`config.mk`:
```
export PLATFORM = sky130hd
export DESIGN_NAME = rmsd_ctrl
export DESIGN_NICKNAME = d
export VERILOG_FILES = /design/src/rtl/rmsd_pkg.sv /design/src/rtl/rmsd_ctrl.sv
export SDC_FILE = /design/constraint.sdc
export NUM_CORES = 1
export LEC_CHECK = 0
export BUFFER_PORTS_ARGS = -buffer_cell sky130_fd_sc_hd__buf_2
export CORE_AREA = 4 4 41 43
export CTS_BUF_LIST = sky130_fd_sc_hd__clkbuf_2 sky130_fd_sc_hd__clkbuf_4 sky130_fd_sc_hd__clkbuf_8
export DETAILED_ROUTE_END_ITERATION = 8
export DIE_AREA = 0 0 45 47
export MAX_ROUTING_LAYER = met4
export PLACE_DENSITY_LB_ADDON = 0.12
export SLEW_MARGIN = 20
export SYNTH_ARGS = -nofsm -noshare
export SYNTH_HDL_FRONTEND = slang
export SYNTH_SLANG_ARGS = --single-unit
```
`constraint.sdc`:
```
create_clock -name clock -period 2.6 [get_ports clock]
set_input_delay 0.26 -clock clock [delete_from_list [all_inputs] [get_ports clock]]
set_output_delay 0.26 -clock clock [all_outputs]
set_load 0.05 [all_outputs]
```
`src/rtl/rmsd_pkg.sv`:
```
// ---------------------------------------------------------------------------
// rmsd_pkg
// Shared types and constants of the RGB matrix scan driver: field widths,
// command and register codes, controller/datapath interface structs.
// ---------------------------------------------------------------------------
package rmsd_pkg;

   localparam int COLUMN_W   = 6;
   localparam int PIXEL_X_W  = 7;
   localparam int PIXEL_Y_W  = 6;
   localparam int COLOR_W    = 8;
   localparam int ROW_ADDR_W = 4;
   localparam int CSR_IDX_W  = 2;

   localparam logic CMD_PIXEL_WRITE = 1'b0;
   localparam logic CMD_SCAN        = 1'b1;

   localparam logic [CSR_IDX_W-1:0] CSR_PANEL_ENABLE  = 2'd0;
   localparam logic [CSR_IDX_W-1:0] CSR_BLANK_REQUEST = 2'd1;

   typedef struct packed {
      logic clear_wr;
      logic pix_wr;
      logic rd_en;
      logic row_step;
   } ctrl_cmd_type;

   typedef struct packed {
      logic clear_last;
      logic col_last;
      logic pipe_busy;
   } dp_status_type;

endpackage

```
`src/rtl/rmsd_ctrl.sv`:
```
// ---------------------------------------------------------------------------
// rmsd_ctrl
// Controller: frame buffer clear after reset, idle, column scan, drain and
// row step.
// ---------------------------------------------------------------------------
module rmsd_ctrl (
   input  logic                   clock,
   input  logic                   reset,
   input  logic                   start,
   input  logic                   req_command,
   input  rmsd_pkg::dp_status_type status,
   output rmsd_pkg::ctrl_cmd_type  cmd,
   output logic                   busy
);

   import rmsd_pkg::*;

   typedef enum logic [1:0] {
      ST_CLEAR,
      ST_IDLE,
      ST_SCAN,
      ST_DRAIN
   } state_type;

   state_type state_ff, state_in;
   logic      busy_ff;

   always_comb begin
      state_in = state_ff;
      case (state_ff)
         ST_CLEAR: begin
            if (status.clear_last) state_in = ST_IDLE;
         end
         ST_IDLE: begin
            if (start && req_command == CMD_SCAN) state_in = ST_SCAN;
         end
         ST_SCAN: begin
            if (status.col_last) state_in = ST_DRAIN;
         end
         ST_DRAIN: begin
            if (!status.pipe_busy) state_in = ST_IDLE;
         end
         default: state_in = ST_CLEAR;
      endcase
   end

   always_ff @(posedge clock) begin
      if (reset) begin
         state_ff <= ST_CLEAR;
         busy_ff  <= 1'b1;
      end else begin
         state_ff <= state_in;
         busy_ff  <= (state_in != ST_IDLE);
      end
   end

   always_comb begin
      cmd.clear_wr = (state_ff == ST_CLEAR);
      cmd.pix_wr   = (state_ff == ST_IDLE) && start && (req_command == CMD_PIXEL_WRITE);
      cmd.rd_en    = (state_ff == ST_SCAN);
      cmd.row_step = (state_ff == ST_DRAIN) && !status.pipe_busy;
   end

   assign busy = busy_ff;

endmodule

```
==> reports/qor.csv <==
stage;metric;value;unit
status;run status;finished, final reports clean;
timing;final count of negative-setup-slack endpoints;0;
hold_path;path category of the worst min-delay check;in2reg;
layout;number of fill cells;161;
clocking;buffer levels on the longest clock path;2;
clocking;PostCTS Resize Cnt;0;
synth;warning count from the yosys run;0;
floorplanning;count of pins on the block boundary;12;
power_and_ir_drop;maximum vdd ir drop;0.186;mV
synth;Syn Nets;26;
timing;Worst Hold Slack;0.206;ns
job;max_cap viols;0;
layout;layout overhead on the synthesized area;68.6;%
critical_path;critical-path maximum fanout;7;
place;# port buffers;11;
layout;number of antenna diodes;0;
clocking;number of buffers inserted during clock tree synthesis;3;
floorplanning;FP Rows;13;
route;number of remaining DRC errors;0;
route;Post-DRT Antenna Nets;0;
global_routing;largest net degree at the start of global routing;8;
clocking;post-CTS setup buffers;0;
clocking;insertion delay of the later-clocked pin in the worst-skew pair;0.23;ns
critical_path;Worst EP arrival;1.14;ns
timing;slew of the pin with the lowest slew margin;0.213;ns
timing;setup repair after global routing missed its margin;false;
synth;gate count of the mapped netlist;19;
critical_path;kind of start point of the critical path;register;
floorplanning;horizontal die dimension;45;µm
global_routing;via count of the first global-routing pass;162;
route;post-detailed-route via-to-cell ratio;3.57;
clocking;clock-pin slew on the worst setup and hold paths;0.04;ns
clocking;TritonCTS sink count;3;
timing;final worst slack;1.20;ns
timing;final-layout setup total negative slack;0;ns
clocking;root buffer cell;clkbuf_4;
critical_path;Crit. End Element;primary output;
synth;Yosys reg bits;3;
place;instance area at placement;225;µm²
clocking;maximum level of the CTS H-tree;1;
power_and_ir_drop;power density normalized to cell area;744;nW/µm²
route;total wirelength of the detailed-routed design;416;µm
place;final weighted congestion in routability-driven placement;0.700;
global_routing;antenna violations before repair;0;
hold_path;startpoint of the tightest hold check path;reset;
floorplanning;DIE HEIGHT;47;µm
global_routing;total gr overflow;0;
floorplanning;initial core utilization;11.6;%
synth;Avg Cell Area, Syn;7.97;µm²
synth;Synth async-reset ratio;0;%
critical_path;Critical Path Start;state_ff[0];
synth;synth unique cells;11;
synth;most frequent cell after synthesis;nor2_1;
layout;number of nets at the end of the flow;42;
timing;crit share post-route;53.8;%
timing;fmax;0.714;GHz
floorplanning;CORE AREA;1300;µm²
synth;Synth Cell Area;151;µm²
critical_path;worst reg2reg startpoint;state_ff[1];
route;number of detailed-routing iterations run before antenna repair;2;
route;number of vias in the routed layout;175;
synth;top cells by area, synth;dfxtp_1, nor2_1, o32ai_2;
synth;top cells by instance count after synthesis;nor2_1, dfxtp_1, nand2_1;
timing;worst clock skew on the final layout;0.000503;ns
route;number of DRC markers after the initial detailed-route iteration;1;
synth;prevailing post-synth register cell;dfxtp_1;
critical_path;type of the worst setup path;reg2out;
clocking;CTS tree;built;
timing;final number of hold-violating endpoints;0;
synth;largest area contributor in the synthesized netlist;dfxtp_1;
timing;max-slew violation count;0;
layout;Layout Cell Area excl Fill;255;µm²
global_routing;GR Util All Layers;4.89;%
layout;layout cell share with drive strength beyond 1;47.1;%
route;Routed wire per std cell;8.49;µm
synth;number of flops mapped to enable cells by yosys;0;
critical_path;Worst Path Required;2.34;ns
power_and_ir_drop;Leak;0.000131;µW
place;worst setup timing slack at the placement stage;1.43;ns
synth;fraction of post-synthesis cell area in the top cell type by area;39.7;%
floorplanning;die area;2120;µm²
place;number of placed instances with taps included;45;
timing;headroom to the max-slew limit;85.4;%
clocking;# hold bufs at CTS;0;
layout;Layout Cells excl Fill;49;
global_routing;wire length of the first global-routing pass;655;µm
synth;sequential area share after synthesis;39.7;%
timing;minimum clock period after layout;1.40;ns
## worst max-delay path, stage by stage, from the launching register on
cell and delay [ns]:
dfxtp_1 0.42, nand2_1 0.07, nor3_1 0.13, buf_2 0.29
## metal layers
| metal | part of all wire [%] | global-route usage, % | vias to the layer above |
|---|---|---|---|
| li1 | - | - | 92 |
| met1 | 46 | 5.66 | 72 |
| met2 | 39 | 5.65 | 11 |
| met3 | 14 | 3.45 | 0 |
| met4 | 0 | 3.51 | 0 |
| met5 | 0 | - | - |
## worst paths after layout
check             slack, ns  depth (start not counted)     endpoint
setup / recovery       1.20                          3       cmd[2]
hold / removal         0.21                          2  state_ff[1]
setup reg to reg       1.56                          3         busy
hold reg to reg        0.64                          2  state_ff[0]
## stage by stage
stage,utilization (%),power [µW]
2_1_floorplan,-,86.8
3_3_place_gp,17.3,99.4
3_5_place_dp,17.3,99.8
4_1_cts,19.6,196
5_1_grt,19.6,202
6_report,19.6,190
## report_power, final
| group | internal [µW] | leakage [µW] | switching (µW) | total (µW) |
|---|---|---|---|---|
| registers | 50.8 | 0.0000249 | 4.19 | 55.0 |
| clock network | 67.9 | 0.0000184 | 23.9 | 91.7 |
| logic | 13.4 | 0.0000877 | 29.8 | 43.1 |
## cell families after synthesis
logic type | synth area share (%)
compound gates | 10.7
buf+inv | 2.48
flops | 39.7
mux | 6.61
simple gates | 40.5
## area by class of cell
type                            count  area [µm²]  area share [%]
Multi-Input combinational cell     15        87.6            34.3
Sequential cell                     3        60.1            23.5
Timing Repair Buffer               11        55.1            21.6
Clock buffer                        4        30.0            11.8
Tap cell                           15        18.8            7.35
Inverter                            1        3.75            1.47
## placed cells by master (no fill, tap or decap)
cell,count
or2b_1,1
clkbuf_4,4
o32ai_2,1
nand2b_1,1
nand2_1,2
nor2_1,6
dfxtp_1,3
nor3_1,1
and3_1,1
mux2i_1,1
inv_1,1
or2_1,1
buf_2,11
## state kept, by name (all words and copies together), names as in the netlist
signal,cells
busy,1
state_ff,2
No activity file was read; power rests on OpenSTA's default activity.
